$ cat src/hw/rtl/mric_pkg.sv
`default_nettype none

package mric_pkg;

  localparam int unsigned WordWidth = 32;
  localparam int unsigned InDataWidth = 32;
  localparam int unsigned OutDataWidth = 72;

  typedef enum logic [2:0] {
    CLS_LEGAL  = 3'd0,
    CLS_REG    = 3'd1,
    CLS_IMM    = 3'd2,
    CLS_BRANCH = 3'd3,
    CLS_LS     = 3'd4,
    CLS_R4K    = 3'd5,
    CLS_COP    = 3'd6,
    CLS_UNK    = 3'd7
  } cls_e;

  // Opcodes.
  localparam logic [5:0] OP_SPECIAL = 6'd0;
  localparam logic [5:0] OP_REGIMM  = 6'd1;
  localparam logic [5:0] OP_J       = 6'd2;
  localparam logic [5:0] OP_JAL     = 6'd3;
  localparam logic [5:0] OP_BEQ     = 6'd4;
  localparam logic [5:0] OP_BNE     = 6'd5;
  localparam logic [5:0] OP_SLTIU   = 6'd11;
  localparam logic [5:0] OP_XORI    = 6'd14;
  localparam logic [5:0] OP_COP0    = 6'd16;

  // Opcode groups taken from the top three opcode bits.
  localparam logic [2:0] GRP_BRANCH = 3'd0;
  localparam logic [2:0] GRP_IMM    = 3'd1;
  localparam logic [2:0] GRP_UNK    = 3'd3;
  localparam logic [2:0] GRP_LOAD   = 3'd4;
  localparam logic [2:0] GRP_STORE  = 3'd5;

  // Register group function codes.
  localparam logic [5:0] FN_SLL     = 6'd0;
  localparam logic [5:0] FN_SRL     = 6'd2;
  localparam logic [5:0] FN_SRA     = 6'd3;
  localparam logic [5:0] FN_SLLV    = 6'd4;
  localparam logic [5:0] FN_SRLV    = 6'd6;
  localparam logic [5:0] FN_SRAV    = 6'd7;
  localparam logic [5:0] FN_JR      = 6'd8;
  localparam logic [5:0] FN_JALR    = 6'd9;
  localparam logic [5:0] FN_SYSCALL = 6'd12;
  localparam logic [5:0] FN_BREAK   = 6'd13;
  localparam logic [5:0] FN_MFHI    = 6'd16;
  localparam logic [5:0] FN_MTHI    = 6'd17;
  localparam logic [5:0] FN_MFLO    = 6'd18;
  localparam logic [5:0] FN_MTLO    = 6'd19;
  localparam logic [5:0] FN_MULT    = 6'd24;
  localparam logic [5:0] FN_MULTU   = 6'd25;
  localparam logic [5:0] FN_DIV     = 6'd26;
  localparam logic [5:0] FN_DIVU    = 6'd27;
  localparam logic [5:0] FN_ADD     = 6'd32;
  localparam logic [5:0] FN_NOR     = 6'd39;
  localparam logic [5:0] FN_SLT     = 6'd42;
  localparam logic [5:0] FN_SLTU    = 6'd43;

  // REGIMM rt codes.
  localparam logic [4:0] RT_BLTZ   = 5'd0;
  localparam logic [4:0] RT_BGEZ   = 5'd1;
  localparam logic [4:0] RT_BLTZAL = 5'd16;
  localparam logic [4:0] RT_BGEZAL = 5'd17;

  // CP0 rs codes and CO function codes.
  localparam logic [4:0] RS_MF = 5'd0;
  localparam logic [4:0] RS_MT = 5'd4;
  localparam logic [4:0] RS_BC = 5'd8;
  localparam logic [4:0] RS_CO = 5'd16;
  localparam logic [5:0] CO_TLBR  = 6'd1;
  localparam logic [5:0] CO_TLBWI = 6'd2;
  localparam logic [5:0] CO_TLBWR = 6'd6;
  localparam logic [5:0] CO_TLBP  = 6'd8;
  localparam logic [5:0] CO_RFE   = 6'd16;
  localparam logic [5:0] CO_WAIT  = 6'd32;
  localparam logic [4:0] RD_CONTEXT = 5'd4;

  // Mnemonic codes of the CP0 group and the nop form.
  localparam logic [5:0] MN_MFC0   = 6'd0;
  localparam logic [5:0] MN_BC0F   = 6'd3;
  localparam logic [5:0] MN_MTC0   = 6'd4;
  localparam logic [5:0] MN_BC0T   = 6'd5;
  localparam logic [5:0] MN_RFE    = 6'd7;
  localparam logic [5:0] MN_WAIT   = 6'd9;
  localparam logic [5:0] MN_TLBCLR = 6'd10;
  localparam logic [5:0] MN_NOP    = 6'd62;

  localparam logic [3:0]  CP0_PRID_IDX   = 4'd8;
  localparam logic [15:0] CP0_VALID_MASK = 16'hF507;
  localparam logic [63:0] LS_VALID_MASK  = 64'h0000_4F7F_0000_0000;

  typedef struct packed {
    logic [1:0]         coprocessor_number;
    logic [3:0]         cp0_register;
    logic signed [31:0] operand_value;
    logic [4:0]         shift_amount;
    logic [4:0]         target_register;
    logic [4:0]         source_register;
    logic [4:0]         dest_register;
    cls_e               illegal_class;
    logic [5:0]         mnemonic_code;
  } result_t;

  function automatic logic [3:0] cp0_rd_to_idx(input logic [3:0] rd);
    logic [3:0] idx;
    case (rd)
      4'd0:    idx = 4'd0;
      4'd1:    idx = 4'd1;
      4'd2:    idx = 4'd2;
      4'd8:    idx = 4'd3;
      4'd10:   idx = 4'd4;
      4'd12:   idx = 4'd5;
      4'd13:   idx = 4'd6;
      4'd14:   idx = 4'd7;
      default: idx = CP0_PRID_IDX;
    endcase
    return idx;
  endfunction

endpackage

`default_nettype wire

$ cat src/hw/rtl/mric_decode.sv
`default_nettype none

module mric_decode (
  input  logic [mric_pkg::WordWidth-1:0] word_i,
  output mric_pkg::result_t              result_o
);

  logic [5:0]  op;
  logic [4:0]  rs;
  logic [4:0]  rt;
  logic [4:0]  rd;
  logic [4:0]  sh;
  logic [5:0]  fn;
  logic [31:0] zext;
  logic [31:0] sext;
  logic [31:0] boff;
  logic        cp0_valid;
  logic        reg_bad;
  logic [5:0]  code;
  logic [31:0] opv;
  mric_pkg::cls_e cls;

  assign op   = word_i[31:26];
  assign rs   = word_i[25:21];
  assign rt   = word_i[20:16];
  assign rd   = word_i[15:11];
  assign sh   = word_i[10:6];
  assign fn   = word_i[5:0];
  assign zext = {16'd0, word_i[15:0]};
  assign sext = {{16{word_i[15]}}, word_i[15:0]};
  assign boff = {sext[29:0], 2'b00};
  assign cp0_valid = !rd[4] && mric_pkg::CP0_VALID_MASK[rd[3:0]];

  always_comb begin
    case (fn)
      mric_pkg::FN_SLLV, mric_pkg::FN_SRLV, mric_pkg::FN_SRAV,
      mric_pkg::FN_SLT, mric_pkg::FN_SLTU: reg_bad = sh != 5'd0;
      mric_pkg::FN_SLL, mric_pkg::FN_SRL, mric_pkg::FN_SRA: reg_bad = rs != 5'd0;
      mric_pkg::FN_MULT, mric_pkg::FN_MULTU, mric_pkg::FN_DIV, mric_pkg::FN_DIVU:
        reg_bad = sh != 5'd0 || rd != 5'd0;
      mric_pkg::FN_JALR: reg_bad = sh != 5'd0 || rt != 5'd0;
      mric_pkg::FN_MFHI, mric_pkg::FN_MFLO:
        reg_bad = sh != 5'd0 || rt != 5'd0 || rs != 5'd0;
      mric_pkg::FN_JR, mric_pkg::FN_MTHI, mric_pkg::FN_MTLO:
        reg_bad = sh != 5'd0 || rt != 5'd0 || rd != 5'd0;
      mric_pkg::FN_SYSCALL, mric_pkg::FN_BREAK: reg_bad = 1'b0;
      default: reg_bad = !(fn inside {[mric_pkg::FN_ADD:mric_pkg::FN_NOR]})
                         || sh != 5'd0;
    endcase
  end

  always_comb begin
    code = op;
    opv  = 32'd0;
    cls  = mric_pkg::CLS_LEGAL;
    case (op[5:3])
      mric_pkg::GRP_BRANCH: begin
        if (op == mric_pkg::OP_SPECIAL) begin
          if (reg_bad) begin
            cls = mric_pkg::CLS_REG;
          end else begin
            code = (word_i == '0) ? mric_pkg::MN_NOP : fn;
            if (fn == mric_pkg::FN_SYSCALL || fn == mric_pkg::FN_BREAK) begin
              opv = {12'd0, word_i[25:6]};
            end
          end
        end else if (op == mric_pkg::OP_REGIMM) begin
          code = {1'b0, rt};
          opv  = boff;
          if (!(rt == mric_pkg::RT_BLTZ || rt == mric_pkg::RT_BGEZ ||
                rt == mric_pkg::RT_BLTZAL || rt == mric_pkg::RT_BGEZAL)) begin
            cls = mric_pkg::CLS_BRANCH;
          end
        end else if (op == mric_pkg::OP_J || op == mric_pkg::OP_JAL) begin
          opv = {4'd0, word_i[25:0], 2'b00};
        end else if (op == mric_pkg::OP_BEQ || op == mric_pkg::OP_BNE || rt == 5'd0) begin
          opv = boff;
        end else begin
          cls = mric_pkg::CLS_BRANCH;
        end
      end
      mric_pkg::GRP_IMM: begin
        if (op <= mric_pkg::OP_SLTIU) begin
          opv = sext;
        end else if (op <= mric_pkg::OP_XORI || rs == 5'd0) begin
          opv = zext;
        end else begin
          cls = mric_pkg::CLS_IMM;
        end
      end
      mric_pkg::GRP_UNK: cls = mric_pkg::CLS_UNK;
      mric_pkg::GRP_LOAD, mric_pkg::GRP_STORE: begin
        opv = sext;
        if (!mric_pkg::LS_VALID_MASK[op]) begin
          cls = mric_pkg::CLS_LS;
        end
      end
      default: begin
        if (op == mric_pkg::OP_COP0) begin
          cls = mric_pkg::CLS_COP;
          case (rs)
            mric_pkg::RS_CO: begin
              if (rt == 5'd0 && rd == 5'd0 && sh == 5'd0) begin
                cls = mric_pkg::CLS_LEGAL;
                case (fn)
                  mric_pkg::CO_RFE: code = mric_pkg::MN_RFE;
                  mric_pkg::CO_TLBR, mric_pkg::CO_TLBWI, mric_pkg::CO_TLBWR,
                  mric_pkg::CO_TLBP: code = fn;
                  mric_pkg::CO_WAIT: code = mric_pkg::MN_WAIT;
                  default: cls = mric_pkg::CLS_COP;
                endcase
              end
            end
            mric_pkg::RS_BC: begin
              opv = boff;
              if (rt == 5'd0) begin
                code = mric_pkg::MN_BC0F;
                cls  = mric_pkg::CLS_LEGAL;
              end else if (rt == 5'd1) begin
                code = mric_pkg::MN_BC0T;
                cls  = mric_pkg::CLS_LEGAL;
              end
            end
            mric_pkg::RS_MF: begin
              if (cp0_valid && sh == 5'd0 && fn == 6'd0) begin
                code = mric_pkg::MN_MFC0;
                cls  = mric_pkg::CLS_LEGAL;
              end
            end
            mric_pkg::RS_MT: begin
              if (cp0_valid && sh == 5'd0 && fn == 6'd0) begin
                code = mric_pkg::MN_MTC0;
                cls  = mric_pkg::CLS_LEGAL;
              end else if (rd == mric_pkg::RD_CONTEXT) begin
                code = mric_pkg::MN_TLBCLR;
                cls  = mric_pkg::CLS_LEGAL;
              end
            end
            default: cls = mric_pkg::CLS_COP;
          endcase
        end else begin
          cls = op[2] ? mric_pkg::CLS_R4K : mric_pkg::CLS_COP;
        end
      end
    endcase
  end

  always_comb begin
    result_o.mnemonic_code      = (cls == mric_pkg::CLS_LEGAL) ? code : 6'd0;
    result_o.illegal_class      = cls;
    result_o.dest_register      = rd;
    result_o.source_register    = rs;
    result_o.target_register    = rt;
    result_o.shift_amount       = sh;
    result_o.operand_value      = (cls == mric_pkg::CLS_LEGAL) ? opv : 32'd0;
    result_o.cp0_register       = rd[4] ? mric_pkg::CP0_PRID_IDX
                                        : mric_pkg::cp0_rd_to_idx(rd[3:0]);
    result_o.coprocessor_number = op[1:0];
  end

endmodule

`default_nettype wire

$ cat src/hw/rtl/mips_r3000_instruction_classifier.sv
`default_nettype none

// Classifies one MIPS R3000 instruction word per item into a mnemonic code, an
// illegal-instruction class, the raw register fields and a decoded operand. The
// word is captured in an input register, decoded by one layer of field checks and
// captured again in the result register, from which the result is offered on the
// output. One item is accepted every cycle while the output is taken.
// The input side stalls only when both registers hold items and the output is
// stalled. No state is kept between items and there is nothing to configure.
module mips_r3000_instruction_classifier (
  input  logic                                clk_i,
  input  logic                                rst_ni,
  input  logic                                s_axis_tvalid,
  output logic                                s_axis_tready,
  // [31:0] instruction_word
  input  logic [mric_pkg::InDataWidth-1:0]    s_axis_tdata,
  output logic                                m_axis_tvalid,
  input  logic                                m_axis_tready,
  // [5:0] mnemonic_code, [8:6] illegal_class, [13:9] dest_register,
  // [18:14] source_register, [23:19] target_register, [28:24] shift_amount,
  // [60:29] operand_value, [64:61] cp0_register, [66:65] coprocessor_number,
  // [71:67] zero
  output logic [mric_pkg::OutDataWidth-1:0]   m_axis_tdata
);

  localparam int unsigned ResWidth = $bits(mric_pkg::result_t);

  logic                              in_valid_q;
  logic [mric_pkg::WordWidth-1:0]    in_word_q;
  logic                              out_valid_q;
  mric_pkg::result_t                 res_d;
  mric_pkg::result_t                 res_q;
  logic                              out_ready;
  logic                              in_ready;

  assign out_ready     = !out_valid_q || m_axis_tready;
  assign in_ready      = !in_valid_q || out_ready;
  assign s_axis_tready = in_ready;

  mric_decode u_decode (
    .word_i   (in_word_q),
    .result_o (res_d)
  );

  always_ff @(posedge clk_i or negedge rst_ni) begin
    if (!rst_ni) begin
      in_valid_q  <= 1'b0;
      out_valid_q <= 1'b0;
    end else begin
      if (in_ready) begin
        in_valid_q <= s_axis_tvalid;
      end
      if (out_ready) begin
        out_valid_q <= in_valid_q;
      end
    end
  end

  always_ff @(posedge clk_i) begin
    if (in_ready && s_axis_tvalid) begin
      in_word_q <= s_axis_tdata[mric_pkg::WordWidth-1:0];
    end
    if (out_ready && in_valid_q) begin
      res_q <= res_d;
    end
  end

  assign m_axis_tvalid = out_valid_q;
  assign m_axis_tdata  = {{(mric_pkg::OutDataWidth - ResWidth){1'b0}}, res_q};

endmodule

`default_nettype wire
$ cat config.mk
export PLATFORM = sky130hd
export DESIGN_NAME = mips_r3000_instruction_classifier
export DESIGN_NICKNAME = d
export VERILOG_FILES = /design/src/hw/rtl/mric_pkg.sv /design/src/hw/rtl/mric_decode.sv /design/src/hw/rtl/mips_r3000_instruction_classifier.sv
export SDC_FILE = /design/constraint.sdc
export NUM_CORES = 1
export LEC_CHECK = 0
export ABC_AREA = 1
export BUFFER_PORTS_ARGS = -buffer_cell sky130_fd_sc_hd__buf_2
export CORE_MARGIN = 1.5
export CORE_UTILIZATION = 50
export CTS_CLUSTER_SIZE = 28
export DETAILED_ROUTE_END_ITERATION = 10
export PLACE_DENSITY = 0.76
export SLEW_MARGIN = 20
export SYNTH_ARGS = -nofsm -noshare
export SYNTH_HDL_FRONTEND = slang
export SYNTH_SLANG_ARGS = --single-unit
$ cat constraint.sdc
create_clock -name clk_i -period 4.3 [get_ports clk_i]
set_input_delay 0.645 -clock clk_i [delete_from_list [all_inputs] [get_ports clk_i]]
set_output_delay 0.645 -clock clk_i [all_outputs]
set_load 0.02 [all_outputs]
==> results.txt <==
Share of cells above drive strength 1 -> 0.241
Final worst slack -> 1.21 ns
Diode count -> 0
Final Setup Violations -> 0
Clock Latency Late Sink -> 0.38 ns
CTS Hold Buffers Added -> 0
Synth Instances -> 627
Crit path required time -> 4.50 ns
Setup CP Type -> reg -> reg
Vias in the first global route -> 4474
Synth-to-layout area growth -> 15.3%
Crit start category -> register
Maximum VDD drop -> 0.193 mV
Iteration count of the initial detailed-routing pass -> 6
Worst-path clk slew -> 0.10 ns
Gr usage total -> 0.256
Core ar. -> 10800 µm²
Design Power -> 2.32 mW
Largest net degree at the start of global routing -> 34
Final core occ -> 0.587
Row Count -> 38
Via count -> 4757
Hold Fails Final Rpt -> 0
Fin Setup TNS -> 0 ns
EDFF count, synth -> 96
Drt drc -> 0
Setup repair bufs after CTS -> 0
Die ar. -> 11600 µm²
Worst reg-to-reg setup slack -> 1.21 ns
Fillers -> 969
Worst Clk Skew -> 0.0105 ns
FMAX -> 0.324 GHz
Leading area contributor after synthesis -> edfxtp_1
Worst Hold Class -> in -> async
DIE WIDTH -> 108 µm
Via density -> 5.47
Worst slew pin tran -> 0.952 ns
Initial antenna violation count -> 0
Pwr dens -> 366 nW/µm²
Io pins -> 110
Setup crit end kind -> register
Static leakage -> 2.75 nW
Die Height -> 108 µm
Port Buf Inserts -> 104
Yosys cell types -> 36
Detailed Route Iter0 Violations -> 358
Post-synth top flop -> edfxtp_1
# resized after CTS -> 0
Post-synthesis register bit count -> 100
Longest Clk Path Bufs -> 2
CTS Buf Count -> 9
Period Utilization, post-route -> 0.718
First-pass GRT wire length -> 22.5 mm
Synth top area cells -> edfxtp_1 (53%), nand2_1 (7.9%), nor2_1 (5.9%)
Synthesized area -> 5490 µm²
CTS tree -> built
Sequential-to-total area share from yosys stat -> 0.541
Yosys warning count -> 0
Slew Viols, Final -> 0
Drt wl/cell -> 16.4 µm
Initial Util -> 0.509
Clock H-tree levels -> 3
Nets -> 764
Fin Hold WS -> 0.0421 ns
GPL Wtd Cong -> 1.01
CTS Sinks -> 100
Async SR Flop Fraction -> 0.0200
ANT nets after route -> 0
Pre-CTS setup slack -> 1.25 ns
Count leader, synth -> nand2_1
Critical-path maximum fanout -> 32
Slew headroom -> 0.365
CP Data Arrival Time -> 3.29 ns
Top cells by count, synth -> nand2_1 (115), edfxtp_1 (96), nor2_1 (87), inv_1 (62), o21ai_0 (50)
Status -> complete, no violations
Syn Area/Cell -> 8.76 µm²
Yosys top cell area share -> 0.525
DP HPWL -> 10.4 mm
Final wirelength -> 14.2 mm
Total grt overflow -> 0
Max-cap viol count -> 0
Fin crit period -> 3.09 ns
Root Buffer -> clkbuf_8
RSZ-0062 raised after global routing -> no
area by class of cell:
class / instances / area [µm²] / share of cell area
clock inverters: 7 / 78.8 / 0.0125
multi-input cells: 431 / 2110 / 0.333
repair buffers: 111 / 606 / 0.0957
clock buffers: 9 / 124 / 0.0196
flip-flops and latches: 100 / 2970 / 0.470
inverters: 71 / 267 / 0.0421
well taps: 140 / 175 / 0.0277
where the power goes:
| group | internal (mW) | leakage, nW | switching, mW | total [mW] |
|---|---|---|---|---|
| Sequential | 1.18 | 0.970 | 0.0588 | 1.24 |
| Combinational | 0.134 | 1.68 | 0.320 | 0.454 |
| Clock | 0.277 | 0.100 | 0.344 | 0.621 |
critical path: stages, from the launching register on:
cell and delay [ns]:
edfxtp_1 0.56, inv_1 0.20, ha_1 0.17, inv_1 0.05, nor2_1 0.16, nand2_1 0.19, nand2_1 0.11, nand3_1 0.10
nor2_2 0.19, nand2_2 0.13, nand2_4 0.11, nand3b_4 0.09, inv_2 0.06, nand2_2 0.49, nor2_1 0.28
state kept, by name (all words and copies together), names as in the netlist, named ones only:
| register | flops |
|---|---|
| in_word_q | 32 |
| in_valid_q | 1 |
| m_axis_tdata | 64 |
| m_axis_tvalid | 1 |
path summary, 6_finish.rpt:
check,from,endpoint,cells after the start
worst min register to register,in_word_q[7],m_axis_tdata[25],0
min in group clk_i,s_axis_tdata[22],in_word_q[22],1
worst min-delay path,rst_ni,m_axis_tvalid,1
max in group asynchronous,rst_ni,in_valid_q,1
worst max-delay path,in_word_q[11],m_axis_tdata[34],14
worst max register to register,in_word_q[11],m_axis_tdata[34],14
layout by cell type (no fill, tap or decap), types with 12 or more instances in the layout:
master	synthesis	routed
buf_2	3	104
nor2_1	87	87
o21ai_0	50	50
nor2_2	29	29
nand3_1	41	41
edfxtp_1	96	96
inv_1	62	62
nand4_1	12	12
nand2_1	115	115
a21oi_1	37	36
logic make-up (layout without fill, tap and decap cells):
kind of cell | after synthesis | after routing | synth area share
buffers and inverters | 100 | 198 | 0.0793
and+or+nand+nor | 309 | 309 | 0.258
AOI/OAI and AO/OA | 113 | 113 | 0.111
adders and majority gates | 4 | 4 | 0.00912
other | 1 | 5 | 0.000683
DFF | 100 | 100 | 0.541
per-stage QoR:
step | instances | area, µm²
2_1_floorplan | 631 | 5510
3_3_place_gp | 852 | 6100
3_5_place_dp | 852 | 6100
5_1_grt | 869 | 6330
6_report | 869 | 6330
4_1_cts | 868 | 6300
layer usage:
layer,part of all wire,up-vias,global-route usage
met2,0.49,214,0.432
met5,0,-,0
met3,0.064,22,0.0515
met1,0.43,2218,0.331
met4,0.019,0,0.0846
li1,-,2303,-
No activity file was read; power rests on OpenSTA's default activity.
